<file path="src/ape_pkg.sv">
// ---------------------------------------------------------------------------
// ape_pkg
// Shared constants, types and byte helpers for the ARP proxy / Ethernet
// encapsulation block.
// ---------------------------------------------------------------------------
package ape_pkg;

    // Frame geometry
    localparam int HOLD_DEPTH  = 42;
    localparam int IP_HOLD     = 20;
    localparam int ETH_LEN     = 14;
    localparam int ARP_FRAME   = 42;
    localparam int ENC_HDR_LEN = ETH_LEN + IP_HOLD;

    // Configuration register indexes
    localparam logic [1:0] REG_ENABLE  = 2'd0;
    localparam logic [1:0] REG_OWN_MAC = 2'd1;
    localparam logic [1:0] REG_OWN_IP  = 2'd2;

    // Packet modes
    localparam logic [2:0] MODE_IDLE     = 3'd0;
    localparam logic [2:0] MODE_ENC_HOLD = 3'd1;
    localparam logic [2:0] MODE_DEC_HOLD = 3'd2;
    localparam logic [2:0] MODE_ENC_PASS = 3'd3;
    localparam logic [2:0] MODE_DEC_PASS = 3'd4;
    localparam logic [2:0] MODE_DISCARD  = 3'd5;

    // Generated frame kinds
    localparam logic [1:0] KIND_ENC_ARP   = 2'd0;
    localparam logic [1:0] KIND_ENC_HDR   = 2'd1;
    localparam logic [1:0] KIND_DEC_REPLY = 2'd2;
    localparam logic [1:0] KIND_DUMP      = 2'd3;

    // ARP operation codes
    localparam logic [7:0] ARP_OP_REQUEST = 8'h01;
    localparam logic [7:0] ARP_OP_REPLY   = 8'h02;

    // Control handed from the sequencer to the byte selector
    typedef struct packed {
        logic [1:0] kind;
        logic [5:0] len;
        logic       last;
        logic       link;
        logic [3:0] ver;
    } gen_ctrl_t;

    // Byte i (0 = most significant) of a 48-bit address
    function automatic logic [7:0] mac_byte(input logic [47:0] mac, input logic [5:0] i);
        logic [7:0] b;
        begin
            unique case (i)
                6'd0:    b = mac[47:40];
                6'd1:    b = mac[39:32];
                6'd2:    b = mac[31:24];
                6'd3:    b = mac[23:16];
                6'd4:    b = mac[15:8];
                default: b = mac[7:0];
            endcase
            return b;
        end
    endfunction

    // Bytes 12..21 of an ARP frame: ethertype, hardware/protocol types, sizes, op
    function automatic logic [7:0] arp_body(input logic [5:0] k, input logic [7:0] oper);
        logic [7:0] b;
        begin
            unique case (k)
                6'd12:   b = 8'h08;
                6'd13:   b = 8'h06;
                6'd14:   b = 8'h00;
                6'd15:   b = 8'h01;
                6'd16:   b = 8'h08;
                6'd17:   b = 8'h00;
                6'd18:   b = 8'h06;
                6'd19:   b = 8'h04;
                6'd20:   b = 8'h00;
                default: b = oper;
            endcase
            return b;
        end
    endfunction

    // Hold buffer address feeding output byte k of a generated frame
    function automatic logic [5:0] src_addr(input logic [1:0] kind, input logic [5:0] k);
        logic [5:0] a;
        begin
            unique case (kind)
                KIND_ENC_ARP:   a = (k < 6'd32) ? k - 6'd16 : k - 6'd22;
                KIND_ENC_HDR:   a = k - 6'd14;
                KIND_DEC_REPLY: a = (k < 6'd32) ? k + 6'd10 : k - 6'd10;
                default:        a = k;
            endcase
            return a;
        end
    endfunction

endpackage

</file>
<file path="src/ape_frame_sel.sv">
// ---------------------------------------------------------------------------
// ape_frame_sel
// Picks output byte k of a generated frame from constants, addresses and
// the hold buffer read data.
// ---------------------------------------------------------------------------
module ape_frame_sel (
    input  ape_pkg::gen_ctrl_t ctrl,
    input  logic [5:0]         k,
    input  logic [47:0]        own_mac,
    input  logic [47:0]        peer_mac,
    input  logic [7:0]         mem_data,
    output logic [7:0]         frame_byte
);

    logic       v4;
    logic [7:0] etype_hi;
    logic [7:0] etype_lo;

    // Ethertype from the IP version nibble
    always_comb
    begin
        v4 = (ctrl.ver == 4'd4);
        etype_hi = 8'h00;
        etype_lo = 8'h00;
        if (v4)
        begin
            etype_hi = 8'h08;
        end
        else if (ctrl.ver == 4'd6)
        begin
            etype_hi = 8'h86;
            etype_lo = 8'hDD;
        end
    end

    // Select the byte by frame kind and position
    always_comb
    begin
        frame_byte = 8'h00;
        unique case (ctrl.kind)
            ape_pkg::KIND_ENC_ARP:
            begin
                priority if (k < 6'd6)  frame_byte = 8'hFF;
                else if (k < 6'd12) frame_byte = ape_pkg::mac_byte(own_mac, k - 6'd6);
                else if (k < 6'd22) frame_byte = ape_pkg::arp_body(k, ape_pkg::ARP_OP_REQUEST);
                else if (k < 6'd28) frame_byte = ape_pkg::mac_byte(own_mac, k - 6'd22);
                else if (k < 6'd32) frame_byte = v4 ? mem_data : 8'h00;
                else if (k < 6'd38) frame_byte = 8'h00;
                else                frame_byte = v4 ? mem_data : 8'h00;
            end
            ape_pkg::KIND_ENC_HDR:
            begin
                priority if (k < 6'd6)  frame_byte = ape_pkg::mac_byte(peer_mac, k);
                else if (k < 6'd12) frame_byte = ape_pkg::mac_byte(own_mac, k - 6'd6);
                else if (k == 6'd12) frame_byte = etype_hi;
                else if (k == 6'd13) frame_byte = etype_lo;
                else                 frame_byte = mem_data;
            end
            ape_pkg::KIND_DEC_REPLY:
            begin
                priority if (k < 6'd6)  frame_byte = ape_pkg::mac_byte(peer_mac, k);
                else if (k < 6'd12) frame_byte = ape_pkg::mac_byte(own_mac, k - 6'd6);
                else if (k < 6'd22) frame_byte = ape_pkg::arp_body(k, ape_pkg::ARP_OP_REPLY);
                else if (k < 6'd28) frame_byte = ape_pkg::mac_byte(own_mac, k - 6'd22);
                else                frame_byte = mem_data;
            end
            default:
            begin
                frame_byte = mem_data;
            end
        endcase
    end

endmodule

</file>
<file path="src/arp_proxy_ethernet_encap.sv">
// ---------------------------------------------------------------------------
// arp_proxy_ethernet_encap
// ARP proxy with Ethernet encapsulation for a point-to-point IP tunnel.
// ---------------------------------------------------------------------------
// Input words (op, in_byte, in_last) and output words (out_byte, out_last,
// to_link, dropped) use valid/ready. Registers are written through
// cfg_we/cfg_index/cfg_data: 0 enable, 1 own_mac, 2 own_ip.
// A word that produces one output (pass-through, disabled, drop marker) is
// taken and its result sits in the output register the next cycle. Held
// words produce nothing. When a decision point is reached, a generated
// frame (34 to 42 bytes) or a dump of the held bytes follows, each byte
// first read from the hold buffer and then loaded into the output
// register once it is free. in_ready stays low while a frame is generated.
// A new word is accepted only once the output register is empty or is taken
// by the receiver in the same cycle. Reset clears mode, counters, learned
// peer address and the registers; the hold buffer is not cleared. When the
// receiver stalls, the output register holds, the generator waits and
// in_ready stays low.
// ---------------------------------------------------------------------------
module arp_proxy_ethernet_encap (
    input  logic        clk,
    input  logic        rst_n,
    input  logic        cfg_we,
    input  logic [1:0]  cfg_index,
    input  logic [47:0] cfg_data,
    input  logic        in_valid,
    output logic        in_ready,
    input  logic        op,
    input  logic [7:0]  in_byte,
    input  logic        in_last,
    output logic        out_valid,
    input  logic        out_ready,
    output logic [7:0]  out_byte,
    output logic        out_last,
    output logic        to_link,
    output logic        dropped
);

    localparam logic [1:0] ST_IDLE  = 2'd0;
    localparam logic [1:0] ST_FETCH = 2'd1;
    localparam logic [1:0] ST_LOAD  = 2'd2;

    logic                enable_reg;
    logic [47:0]         own_mac_reg;
    logic [31:0]         own_ip_reg;
    logic [47:0]         peer_mac_reg;
    logic [2:0]          mode_reg;
    logic [5:0]          count_reg;
    logic [1:0]          state_reg;
    logic [5:0]          k_reg;
    ape_pkg::gen_ctrl_t  ctrl_reg;
    logic [3:0]          ver_reg;
    logic [47:0]         mac_sh_reg;
    logic                t12_reg;
    logic                op_hi_reg;
    logic                op_ok_reg;
    logic [23:0]         tpa_sh_reg;
    logic [7:0]          hold_mem [0:ape_pkg::HOLD_DEPTH-1];
    logic [7:0]          rd_data_reg;
    logic                out_valid_reg;
    logic [7:0]          out_byte_reg;
    logic                out_last_reg;
    logic                to_link_reg;
    logic                dropped_reg;

    logic                out_free;
    logic                accept;
    logic [2:0]          mode_eff;
    logic [5:0]          cnt_eff;
    logic [5:0]          cnt_new;
    logic [5:0]          rd_addr;
    logic [7:0]          gen_byte;
    logic [31:0]         tpa_full;

    assign out_free  = !out_valid_reg || out_ready;
    assign in_ready  = (state_reg == ST_IDLE) && out_free;
    assign accept    = in_valid && in_ready;
    assign out_valid = out_valid_reg;
    assign out_byte  = out_byte_reg;
    assign out_last  = out_last_reg;
    assign to_link   = to_link_reg;
    assign dropped   = dropped_reg;

    // Effective mode and count for the word being taken
    always_comb
    begin
        mode_eff = mode_reg;
        cnt_eff  = count_reg;
        if (mode_reg == ape_pkg::MODE_IDLE)
        begin
            mode_eff = op ? ape_pkg::MODE_DEC_HOLD : ape_pkg::MODE_ENC_HOLD;
            cnt_eff  = 6'd0;
        end
        cnt_new  = (cnt_eff < 6'(ape_pkg::HOLD_DEPTH)) ? cnt_eff + 6'd1 : cnt_eff;
        tpa_full = {tpa_sh_reg, in_byte};
        rd_addr  = ape_pkg::src_addr(ctrl_reg.kind, k_reg);
    end

    ape_frame_sel u_sel (
        .ctrl       (ctrl_reg),
        .k          (k_reg),
        .own_mac    (own_mac_reg),
        .peer_mac   (peer_mac_reg),
        .mem_data   (rd_data_reg),
        .frame_byte (gen_byte)
    );

    // Hold buffer: write on held words, registered read while generating
    always_ff @(posedge clk)
    begin
        if (accept && enable_reg && cnt_eff < 6'(ape_pkg::HOLD_DEPTH)
            && (mode_eff == ape_pkg::MODE_ENC_HOLD || mode_eff == ape_pkg::MODE_DEC_HOLD))
        begin
            hold_mem[cnt_eff] <= in_byte;
        end
        if (state_reg == ST_FETCH && rd_addr < 6'(ape_pkg::HOLD_DEPTH))
        begin
            rd_data_reg <= hold_mem[rd_addr];
        end
    end

    // Header field capture, no reset needed
    always_ff @(posedge clk)
    begin
        if (accept && enable_reg)
        begin
            if (mode_eff == ape_pkg::MODE_ENC_HOLD && cnt_eff == 6'd0)
            begin
                ver_reg <= in_byte[7:4];
            end
            if (mode_eff == ape_pkg::MODE_DEC_HOLD)
            begin
                if (cnt_eff >= 6'd6 && cnt_eff < 6'd12)
                begin
                    mac_sh_reg <= {mac_sh_reg[39:0], in_byte};
                end
                if (cnt_eff == 6'd12) t12_reg   <= (in_byte == 8'h08);
                if (cnt_eff == 6'd20) op_hi_reg <= (in_byte == 8'h00);
                if (cnt_eff == 6'd21) op_ok_reg <= op_hi_reg && (in_byte == 8'h01);
                if (cnt_eff >= 6'd38 && cnt_eff < 6'd41)
                begin
                    tpa_sh_reg <= {tpa_sh_reg[15:0], in_byte};
                end
            end
        end
    end

    // Configuration, packet sequencer and output register
    always_ff @(posedge clk or negedge rst_n)
    begin
        if (!rst_n)
        begin
            enable_reg    <= 1'b0;
            own_mac_reg   <= '0;
            own_ip_reg    <= '0;
            peer_mac_reg  <= '0;
            mode_reg      <= ape_pkg::MODE_IDLE;
            count_reg     <= '0;
            state_reg     <= ST_IDLE;
            k_reg         <= '0;
            ctrl_reg      <= '0;
            out_valid_reg <= 1'b0;
            out_byte_reg  <= '0;
            out_last_reg  <= 1'b0;
            to_link_reg   <= 1'b0;
            dropped_reg   <= 1'b0;
        end
        else
        begin
            if (cfg_we)
            begin
                unique case (cfg_index)
                    ape_pkg::REG_ENABLE:  enable_reg  <= cfg_data[0];
                    ape_pkg::REG_OWN_MAC: own_mac_reg <= cfg_data;
                    ape_pkg::REG_OWN_IP:  own_ip_reg  <= cfg_data[31:0];
                    default:              ;
                endcase
            end

            // Drain the output register
            if (out_valid_reg && out_ready)
            begin
                out_valid_reg <= 1'b0;
            end

            unique case (state_reg)
                ST_IDLE:
                begin
                    if (accept)
                    begin
                        if (!enable_reg)
                        begin
                            mode_reg      <= ape_pkg::MODE_IDLE;
                            count_reg     <= '0;
                            out_valid_reg <= 1'b1;
                            out_byte_reg  <= in_byte;
                            out_last_reg  <= in_last;
                            to_link_reg   <= !op;
                            dropped_reg   <= 1'b0;
                        end
                        else if (mode_eff == ape_pkg::MODE_ENC_PASS
                                 || mode_eff == ape_pkg::MODE_DEC_PASS)
                        begin
                            out_valid_reg <= 1'b1;
                            out_byte_reg  <= in_byte;
                            out_last_reg  <= in_last;
                            to_link_reg   <= (mode_eff == ape_pkg::MODE_ENC_PASS);
                            dropped_reg   <= 1'b0;
                            if (in_last) mode_reg <= ape_pkg::MODE_IDLE;
                        end
                        else if (mode_eff == ape_pkg::MODE_DISCARD)
                        begin
                            if (in_last) mode_reg <= ape_pkg::MODE_IDLE;
                        end
                        else
                        begin
                            // Holding: advance the count and check decision points
                            mode_reg  <= mode_eff;
                            count_reg <= cnt_new;
                            k_reg     <= '0;
                            if (mode_eff == ape_pkg::MODE_ENC_HOLD
                                && cnt_new >= 6'(ape_pkg::IP_HOLD))
                            begin
                                ctrl_reg.kind <= (peer_mac_reg == '0) ? ape_pkg::KIND_ENC_ARP
                                                                     : ape_pkg::KIND_ENC_HDR;
                                ctrl_reg.len  <= (peer_mac_reg == '0)
                                                 ? 6'(ape_pkg::ARP_FRAME)
                                                 : 6'(ape_pkg::ENC_HDR_LEN);
                                ctrl_reg.last <= (peer_mac_reg == '0) ? 1'b1 : in_last;
                                ctrl_reg.link <= 1'b1;
                                ctrl_reg.ver  <= (cnt_eff == 6'd0) ? in_byte[7:4] : ver_reg;
                                state_reg     <= ST_FETCH;
                                if (in_last)
                                    mode_reg <= ape_pkg::MODE_IDLE;
                                else if (peer_mac_reg == '0)
                                    mode_reg <= ape_pkg::MODE_DISCARD;
                                else
                                    mode_reg <= ape_pkg::MODE_ENC_PASS;
                                if (in_last) count_reg <= '0;
                            end
                            else if (mode_eff == ape_pkg::MODE_DEC_HOLD
                                     && cnt_new == 6'(ape_pkg::ETH_LEN))
                            begin
                                // Learn the sender address; strip non-ARP headers
                                peer_mac_reg <= mac_sh_reg;
                                if (!(t12_reg && in_byte == 8'h06))
                                begin
                                    count_reg <= '0;
                                    if (in_last)
                                    begin
                                        mode_reg      <= ape_pkg::MODE_IDLE;
                                        out_valid_reg <= 1'b1;
                                        out_byte_reg  <= 8'h00;
                                        out_last_reg  <= 1'b1;
                                        to_link_reg   <= 1'b0;
                                        dropped_reg   <= 1'b1;
                                    end
                                    else
                                    begin
                                        mode_reg <= ape_pkg::MODE_DEC_PASS;
                                    end
                                end
                                else if (in_last)
                                begin
                                    ctrl_reg.kind <= ape_pkg::KIND_DUMP;
                                    ctrl_reg.len  <= cnt_new;
                                    ctrl_reg.last <= 1'b1;
                                    ctrl_reg.link <= 1'b0;
                                    state_reg     <= ST_FETCH;
                                    mode_reg      <= ape_pkg::MODE_IDLE;
                                    count_reg     <= '0;
                                end
                            end
                            else if (mode_eff == ape_pkg::MODE_DEC_HOLD
                                     && cnt_new >= 6'(ape_pkg::ARP_FRAME))
                            begin
                                mode_reg  <= in_last ? ape_pkg::MODE_IDLE
                                                     : ape_pkg::MODE_DISCARD;
                                count_reg <= '0;
                                if (op_ok_reg && tpa_full == own_ip_reg)
                                begin
                                    ctrl_reg.kind <= ape_pkg::KIND_DEC_REPLY;
                                    ctrl_reg.len  <= 6'(ape_pkg::ARP_FRAME);
                                    ctrl_reg.last <= 1'b1;
                                    ctrl_reg.link <= 1'b1;
                                    state_reg     <= ST_FETCH;
                                end
                                else
                                begin
                                    out_valid_reg <= 1'b1;
                                    out_byte_reg  <= 8'h00;
                                    out_last_reg  <= 1'b1;
                                    to_link_reg   <= 1'b0;
                                    dropped_reg   <= 1'b1;
                                end
                            end
                            else if (in_last)
                            begin
                                // Short packet: dump the held bytes unchanged
                                ctrl_reg.kind <= ape_pkg::KIND_DUMP;
                                ctrl_reg.len  <= cnt_new;
                                ctrl_reg.last <= 1'b1;
                                ctrl_reg.link <= (mode_eff == ape_pkg::MODE_ENC_HOLD);
                                state_reg     <= ST_FETCH;
                                mode_reg      <= ape_pkg::MODE_IDLE;
                                count_reg     <= '0;
                            end
                        end
                    end
                end
                ST_FETCH:
                begin
                    state_reg <= ST_LOAD;
                end
                ST_LOAD:
                begin
                    if (out_free)
                    begin
                        out_valid_reg <= 1'b1;
                        out_byte_reg  <= gen_byte;
                        out_last_reg  <= (k_reg == ctrl_reg.len - 6'd1) ? ctrl_reg.last : 1'b0;
                        to_link_reg   <= ctrl_reg.link;
                        dropped_reg   <= 1'b0;
                        k_reg         <= k_reg + 6'd1;
                        state_reg     <= (k_reg == ctrl_reg.len - 6'd1) ? ST_IDLE : ST_FETCH;
                    end
                end
                default:
                begin
                    state_reg <= ST_IDLE;
                end
            endcase
        end
    end

endmodule
</file>
<file path="config.mk">
export PLATFORM = sky130hd
export DESIGN_NAME = arp_proxy_ethernet_encap
export DESIGN_NICKNAME = d
export VERILOG_FILES = /design/src/ape_pkg.sv /design/src/ape_frame_sel.sv /design/src/arp_proxy_ethernet_encap.sv
export SDC_FILE = /design/constraint.sdc
export NUM_CORES = 1
export LEC_CHECK = 0
export BUFFER_PORTS_ARGS = -buffer_cell sky130_fd_sc_hd__buf_2
export CAP_MARGIN = 0
export CORE_MARGIN = 2
export CORE_UTILIZATION = 50
export CTS_CLUSTER_DIAMETER = 80
export DETAILED_ROUTE_END_ITERATION = 8
export PLACE_DENSITY = 0.62
export SLEW_MARGIN = 10
export SYNTH_ARGS = -nofsm -noshare
export SYNTH_HDL_FRONTEND = slang
export SYNTH_SLANG_ARGS = --single-unit
</file>
<file path="constraint.sdc">
create_clock -name clk -period 6.2 [get_ports clk]
set_input_delay 1.86 -clock clk [delete_from_list [all_inputs] [get_ports clk]]
set_output_delay 1.86 -clock clk [all_outputs]
set_load 0.01 [all_outputs]
</file>
== Word-level counts from Yosys, hierarchy flattened ==
Memory sizes are Yosys's and may differ from the RTL's. A register that Yosys moved wholly into a read port is not among the register bits.
Cells that the tools add are included.

* Bits in writable memories: 336
* Output and inout port bits: 13
* Register bits: 251
* Memories kept: 3
* Bits in read-only memories: 256
* Input port bits: 65

* Order comparisons: 14
* Reduce and logical (&&, ||, !) cells: 50
* Bitwise gates (word level): 3
* Mux-type cells: 140
* Add/subtract/negate cells: 9
* Eq/ne operators: 54

{| class="wikitable"
|+ Memory list
! name !! words !! width !! rd ports !! clocked after Yosys merged registers in !! wr ports !! RTL line !! text
|-
| hold_mem || 42 || 8 || 1 || 1 || 1 || arp_proxy_ethernet_encap.sv:58 || <nowiki>logic [7:0] hold_mem [0:ape_pkg::HOLD_DEPTH-1];</nowiki>
|-
| (no name shown) || 32 || 4 || 1 || 0 || 0 || ape_pkg.sv:67 || <nowiki>unique case (k)</nowiki>
|-
| (no name shown) || 32 || 4 || 1 || 0 || 0 || ape_pkg.sv:67 ||
|}

{| class="wikitable"
|+ Operators with widths
! operator !! number
|-
| two-way mux 8 bit || 32
|-
| case mux 8 bit (5 select lines) || 3
|-
| two-way mux 6 bit || 17
|-
| two-way mux 10 bit || 7
|-
| zero test 48 bit || 1
|-
| two-way mux 1 bit || 44
|-
| two-way mux 3 bit || 14
|-
| == test 6 x 2 -> 1 bit, second input constant || 6
|-
| == test 32 bit || 1
|-
| less-than comparator 6 bit, second input constant || 5
|-
| == test 6 x 4 -> 1 bit, second input constant || 4
|-
| zero test 6 bit || 4
|-
| two-way mux 2 bit || 12
|-
| case mux 8 bit (3 select lines) || 1
|-
| == test 6 x 1 -> 1 bit, second input constant || 3
|-
| == test 6 x 3 -> 1 bit, second input constant || 3
|-
| case mux 6 bit (3 select lines) || 1
|-
| AND reduction 9 bit || 2
|-
| logical AND 1 bit || 16
|-
| case mux 8 bit (2 select lines) || 1
|-
| inequality test 5 bit, second input constant || 3
|-
| AND reduction 3 bit || 5
|-
| inequality test 2 bit, second input constant || 7
|-
| AND reduction 7 bit || 2
|-
| other kinds (44) || 76
|}

== Logic depth before layout (Yosys ltp) ==
Gate-level depths: netlist of run 1.

* Word-level depth: 14
* Gate-level depth with buffers: 16
* Gate-level depth less buffers: 12

== Modules after synthesis ==
A second synthesis of run 1 with hierarchy kept.

* Cells, all modules: 1697
* Area total of the unflattened synthesis: 26147.6 µm²

{| class="wikitable"
|+ By module, submodules not included
! module !! times used !! area each (µm²) !! cells an instance
|-
| arp_proxy_ethernet_encap || 1 || 24375.9 || 1431
|-
| ape_frame_sel || 1 || 1771.7 || 266
|}

== Least setup slack after synthesis of run 1 ==
No wires, ideal clock.

* Path kind: input to register
* Start: in out_ready
* End: reg mac_sh_reg[0], enable pin
* Path buffers: 0
* Arrival: 5466 ps
* Stages: 8
* Path slack: 280 ps
* Library setup time: 453 ps
* Required time: 5747 ps
* Cells stage by stage: nor2b_1 nor2_1 nand2_1 inv_1 nand3_1 or4_1 or4_1 nor2_1

* Longest elaborated chain between the ends: 5

{| class="wikitable"
|+ Ends and longest elaborated chain
! item !! RTL line !! text
|-
| start, declared || arp_proxy_ethernet_encap.sv:32 || <nowiki>input logic out_ready,</nowiki>
|-
| logical OR 1 bit || arp_proxy_ethernet_encap.sv:75 || <nowiki>assign out_free = !out_valid_reg || out_ready;</nowiki>
|-
| logical AND 1 bit || arp_proxy_ethernet_encap.sv:76 || <nowiki>assign in_ready = (state_reg == ST_IDLE) && out_free;</nowiki>
|-
| via in_ready || arp_proxy_ethernet_encap.sv:27 || <nowiki>output logic in_ready,</nowiki>
|-
| logical AND 1 bit || arp_proxy_ethernet_encap.sv:77 || <nowiki>assign accept = in_valid && in_ready;</nowiki>
|-
| logical AND 1 bit || arp_proxy_ethernet_encap.sv:125 || <nowiki>if (accept && enable_reg)</nowiki>
|-
| AND reduction 3 bit (no line) || n/a ||
|-
| end signal, assigned || arp_proxy_ethernet_encap.sv:135 || <nowiki>mac_sh_reg <= {mac_sh_reg[39:0], in_byte};</nowiki>
|-
| end, declared || arp_proxy_ethernet_encap.sv:53 || <nowiki>logic [47:0] mac_sh_reg;</nowiki>
|}

The timed path passes the listed nets, and every way through them passes these cells.
A chain may end at the register's enable or synchronous reset.

== Final worst setup path of run 1 ==
* Start: in out_ready
* End: out in_ready

* Longest elaborated chain between the ends: 2

{| class="wikitable"
|+ Ends and longest elaborated chain
! item !! RTL line
|-
| logical OR 1 bit || arp_proxy_ethernet_encap.sv:75
|-
| logical AND 1 bit || arp_proxy_ethernet_encap.sv:76
|-
| end, declared || arp_proxy_ethernet_encap.sv:27
|}

Every way passes these cells.

==> run_results.csv, run 1 <==
group,metric,value,unit
yosys,synth.avg_cell_area,15.0,µm²
clocking,cts_tree,"built",
critical_path,worstSetupStartpointType,"input port",
routing,detail_route.iter0.violations,1924,
clocking,cts_max_level,3,
cells_and_area,finish.utilization,0.573,
yosys,yosysSeqAreaShare,0.652,
die,start_util,0.507,
routing,dr.pass1.iters,5,
cells_and_area,fin_nets,1915,
critical_path,worstReg2RegStart,"ctrl_reg[12]$_DFFE_PN0P_",
cells_and_area,regMostFlops,"hold_mem",
global_route,first_global_vias,15824,
clocking,ctsLongestPathBuffers,3,
critical_path,r2r_slack,1.76,ns
power_and_ir_drop,power_per_cell_area,363,nW/µm²
run_status,status,"complete, no violations",
critical_path,r2r_cells,12,
timing,period_minus_slack,4.57,ns
yosys,synth.distinct_cells,80,
clocking,root_buffer,"clkbuf_16",
clocking,clk_pin_slew_worst_paths,0.05,ns
routing,vias,16058,
routing,topRoutingLayerUsed,"met4",
yosys,synth_warnings,0,
yosys,syn_area,26100,µm²
global_route,grt_overflow,0,
yosys,ys_ff_latch,595,
timing,rsz0062_at_grt,"false",
placement,place_hpwl,46.7,mm
die,core,51400,µm²
timing,max_freq,0.219,GHz
routing,drc_errors,0,
die,dieArea,54000,µm²
timing,fin_tns_setup,0,ns
timing,worst_pin_slew,1.16,ns
placement,dp_cells,2441,
timing,setup_viol,0,
hold_path,hp-class,"reg -> reg",
yosys,synthCells,1740,
clocking,cts_setup_buffers,0,
critical_path,critical_path_arrival,2.71,ns
cells_and_area,fin_cells,2560,
routing,met2WireLength,33.8,mm
power_and_ir_drop,p_leak,10.7,nW
critical_path,crit_path_end_kind,"output port",
critical_path,path_class,"in -> out",
critical_path,r2r_end,"rd_data_reg[7]$_DFFE_PP_",
critical_path,worstSetupStartpoint,"out_ready",
cells_and_area,areaGrowthSynthToFinish,13.0,%
yosys,synthesis.nets,1825,
routing,wl_met1,29.0,mm
yosys,synthFlopType,"edfxtp_1",
clocking,cts_num_sinks,595,
die,die_x,232,µm
global_route,grt_max_degree,90,
routing,wl_per_cell,27.1,µm
global_route,antenna_found_initial,0,
yosys,synth_async_sr_flop_share,0.289,
placement,place.gp.congestion,0.940,
die,die_h,232,µm
clocking,ctsHoldBuffers,0,
global_route,grt_pass1_wl,104,mm
routing,viasPerCell,6.27,
clocking,cts_resized,0,
timing,hold_viol,0,
clocking,cts_buffers,67,
die,rows,83,
yosys,synth-edff-count,423,
critical_path,required,4.34,ns
routing,wl,69.4,mm
timing,post-route-period-util,0.736,
clocking,clock_latency,0.61,ns
flow_run,maxCapViolCount,0,
cells_and_area,diodes,0,
cells_and_area,largest_reg_flops,336,
die,ios,78,
timing,finClkSkew,0.0227,ns
placement,port_buffers,77,
critical_path,path_max_fanout,6,
cells_and_area,layout-drive-gt1-share,0.249,
timing,slew_headroom,0.223,
global_route,grt_usage,0.261,
routing,met3_length,4.44,mm
critical_path,critPathCapture,"in_ready",
power_and_ir_drop,peakVddDrop,243,µV
routing,ant_nets,0,
timing,slew_viol_final,0,
cell type report:
cell class	instances	area, µm²
multi-input combinational	1010	8580
sequential	595	17000
clock inverter	35	310
clock buffer	84	1840
tap	680	851
timing repair buffer	118	724
fill	4021	21900
inverter	38	143
cell usage after synthesis, drive strengths merged (14+ instances only):
library cell	instances	share of area
edfxtp	423	0.49
dfrtp	172	0.17
mux2	145	0.063
nor2	90	0.013
mux4	80	0.069
nand2	80	0.012
clkbuf	73	0.011
a21oi	54	0.010
o21ai	45	0.0086
nand3	42	0.0081
inv	37	0.0053
a22oi	36	0.010
xnor2	32	0.011
and3	25	0.0060
buf	24	0.0045
mux2i	24	0.0092
nor3	24	0.0046
a211oi	23	0.0066
nand4	21	0.0050
ha	19	0.0091
a22o	17	0.0057
a221oi	16	0.0054
nor2b	16	0.0038
nor4	16	0.0038
a31oi	15	0.0036
o211ai	14	0.0042
power breakdown:
group	internal [mW]	switching [mW]	leakage (nW)
registers	4.48	0.263	5.99
clock network	2.28	1.60	1.07
logic	0.893	1.16	3.69
total	7.66	3.02	10.7
critical path: stages:
cell	delay (ns)
buf_2	0.09
nor2b_1	0.30
nor2_1	0.12
nand2_1	0.12
inv_1	0.07
buf_2	0.14
layout by cell type, fill, tap and decap left out, drive strengths merged, types with 25 or more instances in the layout:
| master | n |
|---|---|
| a21oi | 54 |
| a22oi | 36 |
| and3 | 25 |
| buf | 118 |
| clkbuf | 84 |
| clkinv | 26 |
| dfrtp | 172 |
| edfxtp | 423 |
| inv | 43 |
| mux2 | 145 |
| mux4 | 80 |
| nand2 | 80 |
| nand3 | 42 |
| nor2 | 90 |
| o21ai | 45 |
| xnor2 | 32 |
kinds of logic after synthesis:
logic type / after synthesis / synth area share
muxes: 249 / 0.141
xor gates and xnor gates: 44 / 0.0148
buffers and inverters: 135 / 0.0205
adders and majority gates: 21 / 0.0103
and+or+nand+nor: 376 / 0.0729
AOI/OAI and AO/OA: 320 / 0.0880
DFF: 595 / 0.652
worst min-delay path by stage:
stage                     slack, ns                  endpoint  cells after the start                     start
after floorplan                0.42  mac_sh_reg[10]$_DFFE_PP_                      0   mac_sh_reg[2]$_DFFE_PP_
after global placement         0.43  mac_sh_reg[10]$_DFFE_PP_                      0   mac_sh_reg[2]$_DFFE_PP_
after detailed placement       0.43  mac_sh_reg[21]$_DFFE_PP_                      0  mac_sh_reg[13]$_DFFE_PP_
after CTS                      0.44  mac_sh_reg[28]$_DFFE_PP_                      0  mac_sh_reg[20]$_DFFE_PP_
after global routing           0.44  mac_sh_reg[25]$_DFFE_PP_                      0  mac_sh_reg[17]$_DFFE_PP_
final                          0.44  mac_sh_reg[42]$_DFFE_PP_                      0  mac_sh_reg[34]$_DFFE_PP_
per-stage QoR:
stage               cell area (µm²)  worst slack, ns  total power [mW]  hold WS [ns]
finish                        29500             1.63              10.7         0.443
detailed placement            27300             1.22              6.87         0.432
floorplan                     26100            0.280              6.10         0.422
CTS                           29500             1.64              10.7         0.445
global route                  29500             1.52              11.1         0.444
global placement              27300             1.27              6.84         0.426
metal layers:
metal | GRT usage | up-vias
met1 | 0.356 | 8242
met2 | 0.424 | 672
met3 | 0.0482 | 116
li1 | - | 7028
met5 | 0 | -
met4 | 0.0871 | 0
Note: power is estimated with default switching activity, not from simulation.
==> run 2, diff against run 1 <==
- clock period: 6.2 -> 4.3 ns (I/O delays scaled with it)
==> run 2 against run 1 <==
Effect of this change:
- global-route usage is 0.18 points lower
- clock skew rose by 0.0051 ns
- largest power group unchanged
- sequential power rose by 43%
- clock-buffer cell count did not move
- non-clock buffer count is 58 higher
- combinational power is 50% higher
- critical path type is now reg -> reg
- sequential share of layout area decreased by 0.42 points
- power is 40% higher
==> run_results.csv, run 2 (synthesized netlist as in run 1, its figures left out) <==
group,metric,value,unit
run_status,status,"complete, no violations",
cells_and_area,final_area,29700,µm²
critical_path,worstReg2RegStart,"mode_reg[2]$_DFFE_PN0P_",
clocking,cts_resized,0,
routing,vias,16080,
cells_and_area,regMostFlops,"hold_mem",
routing,wl_per_cell,26.3,µm
power_and_ir_drop,finalPower,14.9,mW
critical_path,worstSetupStartpointType,"flip-flop",
timing,finClkSkew,0.0278,ns
routing,drc_errors,0,
clocking,cts_buffers,61,
die,ios,78,
cells_and_area,layout-drive-gt1-share,0.263,
placement,placed_area,27800,µm²
timing,worst_pin_slew,0.979,ns
placement,port_buffers,77,
critical_path,crit_path_end_kind,"flip-flop",
die,die_h,232,µm
global_route,grt_overflow,0,
cells_and_area,diodes,0,
flow_run,maxCapViolCount,0,
timing,max_freq,0.265,GHz
cells_and_area,final_cell_mix,"edfxtp_1, dfrtp_1, mux2_2",
cells_and_area,multi_input_area,8580,µm²
critical_path,path_class,"reg -> reg",
critical_path,r2r_cells,10,
power_and_ir_drop,peakVddDrop,371,µV
clocking,clock_latency,0.64,ns
cells_and_area,areaGrowthSynthToFinish,13.8,%
timing,rsz0062_at_grt,"false",
timing,fin_tns_setup,0,ns
clocking,clk_pin_slew_worst_paths,0.06,ns
die,start_util,0.507,
global_route,antenna_found_initial,1,
clocking,cts_tree,"built",
hold_path,hp-class,"reg -> reg",
routing,wl,68.6,mm
critical_path,critPathCapture,"out_byte[6]$_DFFE_PN0P_",
routing,dr.pass1.iters,7,
clocking,cts_setup_buffers,0,
power_and_ir_drop,power_per_cell_area,503,nW/µm²
power_and_ir_drop,p_leak,10.9,nW
global_route,first_global_vias,16267,
placement,place.gp.congestion,0.934,
critical_path,required,4.82,ns
timing,slew_headroom,0.348,
clocking,root_buffer,"clkbuf_16",
clocking,ctsLongestPathBuffers,3,
critical_path,r2r_slack,0.53,ns
clocking,cts_max_level,2,
critical_path,r2r_end,"out_byte[6]$_DFFE_PN0P_",
cells_and_area,fillers,4116,
cells_and_area,layout_commonest_cell,"edfxtp_1",
critical_path,worstSetupStartpoint,"mode_reg[2]$_DFFE_PN0P_",
timing,slew_viol_final,0,
die,die_x,232,µm
die,core,51400,µm²
global_route,grt_max_degree,94,
critical_path,critical_path_arrival,4.29,ns
timing,setup_viol,0,
placement,place_hpwl,46.5,mm
global_route,grt_pass1_wl,103,mm
routing,detail_route.iter0.violations,1828,
routing,ant_nets,0,
clocking,ctsHoldBuffers,0,
cells_and_area,largest_reg_flops,336,
die,dieArea,54000,µm²
timing,period_minus_slack,3.77,ns
timing,hold_viol,0,
cells_and_area,fin_nets,1967,
timing,post-route-period-util,0.876,
critical_path,path_max_fanout,12,
cells_and_area,register_area,17000,µm²
routing,viasPerCell,6.17,
global_route,grt_usage,0.259,
clocking,cts_num_sinks,595,
die,rows,83,
==> run 2: cell types whose count changed in the layout (fill, tap and decap cells not counted) <==
cell and delta:
bufinv_16 -1, clkinv_2 -8, clkinvlp_4 +2, buf_4 +56, clkbuf_1 +8, clkinv_8 -2
clkinv_4 -1, clkinv_1 +2, inv_6 -4, buf_12 +2, clkinv_16 +1, clkbuf_16 -8
inv_16 +1
==> run 2: through the flow <==
step           hold WS, ns   util  setup slack [ns]  instances
4_1_cts              0.443  0.577             0.534       2608
2_1_floorplan        0.422      -             0.186       1740
5_1_grt              0.456  0.577             0.318       2608
3_5_place_dp         0.431  0.540             0.254       2499
6_report             0.444  0.577             0.532       2608
3_3_place_gp         0.425  0.540             0.265       2499
==> run 2: how the worst min path moves through the flow <==
stage	start	endpoint	slack, ns	cells after the start
finish	mac_sh_reg[14]$_DFFE_PP_	mac_sh_reg[22]$_DFFE_PP_	0.44	0
global route	mac_sh_reg[28]$_DFFE_PP_	mac_sh_reg[36]$_DFFE_PP_	0.46	0
CTS	mac_sh_reg[21]$_DFFE_PP_	mac_sh_reg[29]$_DFFE_PP_	0.44	0
detailed placement	mac_sh_reg[14]$_DFFE_PP_	mac_sh_reg[22]$_DFFE_PP_	0.43	0
global placement	mac_sh_reg[30]$_DFFE_PP_	mac_sh_reg[38]$_DFFE_PP_	0.42	0
floorplan	mac_sh_reg[2]$_DFFE_PP_	mac_sh_reg[10]$_DFFE_PP_	0.42	0
==> run 2: power breakdown <==
| group | total, mW | switching, mW | leakage [nW] | internal (mW) |
|---|---|---|---|---|
| Combinational | 3.07 | 1.75 | 4.00 | 1.32 |
| Sequential | 6.79 | 0.318 | 5.99 | 6.47 |
| Clock | 5.06 | 2.17 | 0.920 | 2.89 |
==> run 2: layout make-up <==
| class | instances | share of cell area |
|---|---|---|
| multi-input cells | 1010 | 0.289 |
| inverters | 38 | 0.00481 |
| clock buffers | 84 | 0.0564 |
| repair buffers | 176 | 0.0399 |
| clock inverters | 25 | 0.00797 |
| flip-flops and latches | 595 | 0.573 |
| well taps | 680 | 0.0287 |
==> run 2: layer usage <==
metal	global-route usage	routed length [µm]
met5	0	13
met2	0.436	34100
met4	0.0865	2250
met1	0.346	27600
met3	0.0391	4630
==> run 2: critical path, cell delays in order (launching register included) <==
cell and delay, ns:
dfrtp_1 0.49, or3_4 0.51, nand2_1 0.16, inv_1 0.09, ha_1 0.33, nor4b_1 0.48, o211a_1 0.32, a31oi_1 0.13
o211ai_1 0.48, buf_4 0.29, mux2_2 0.35
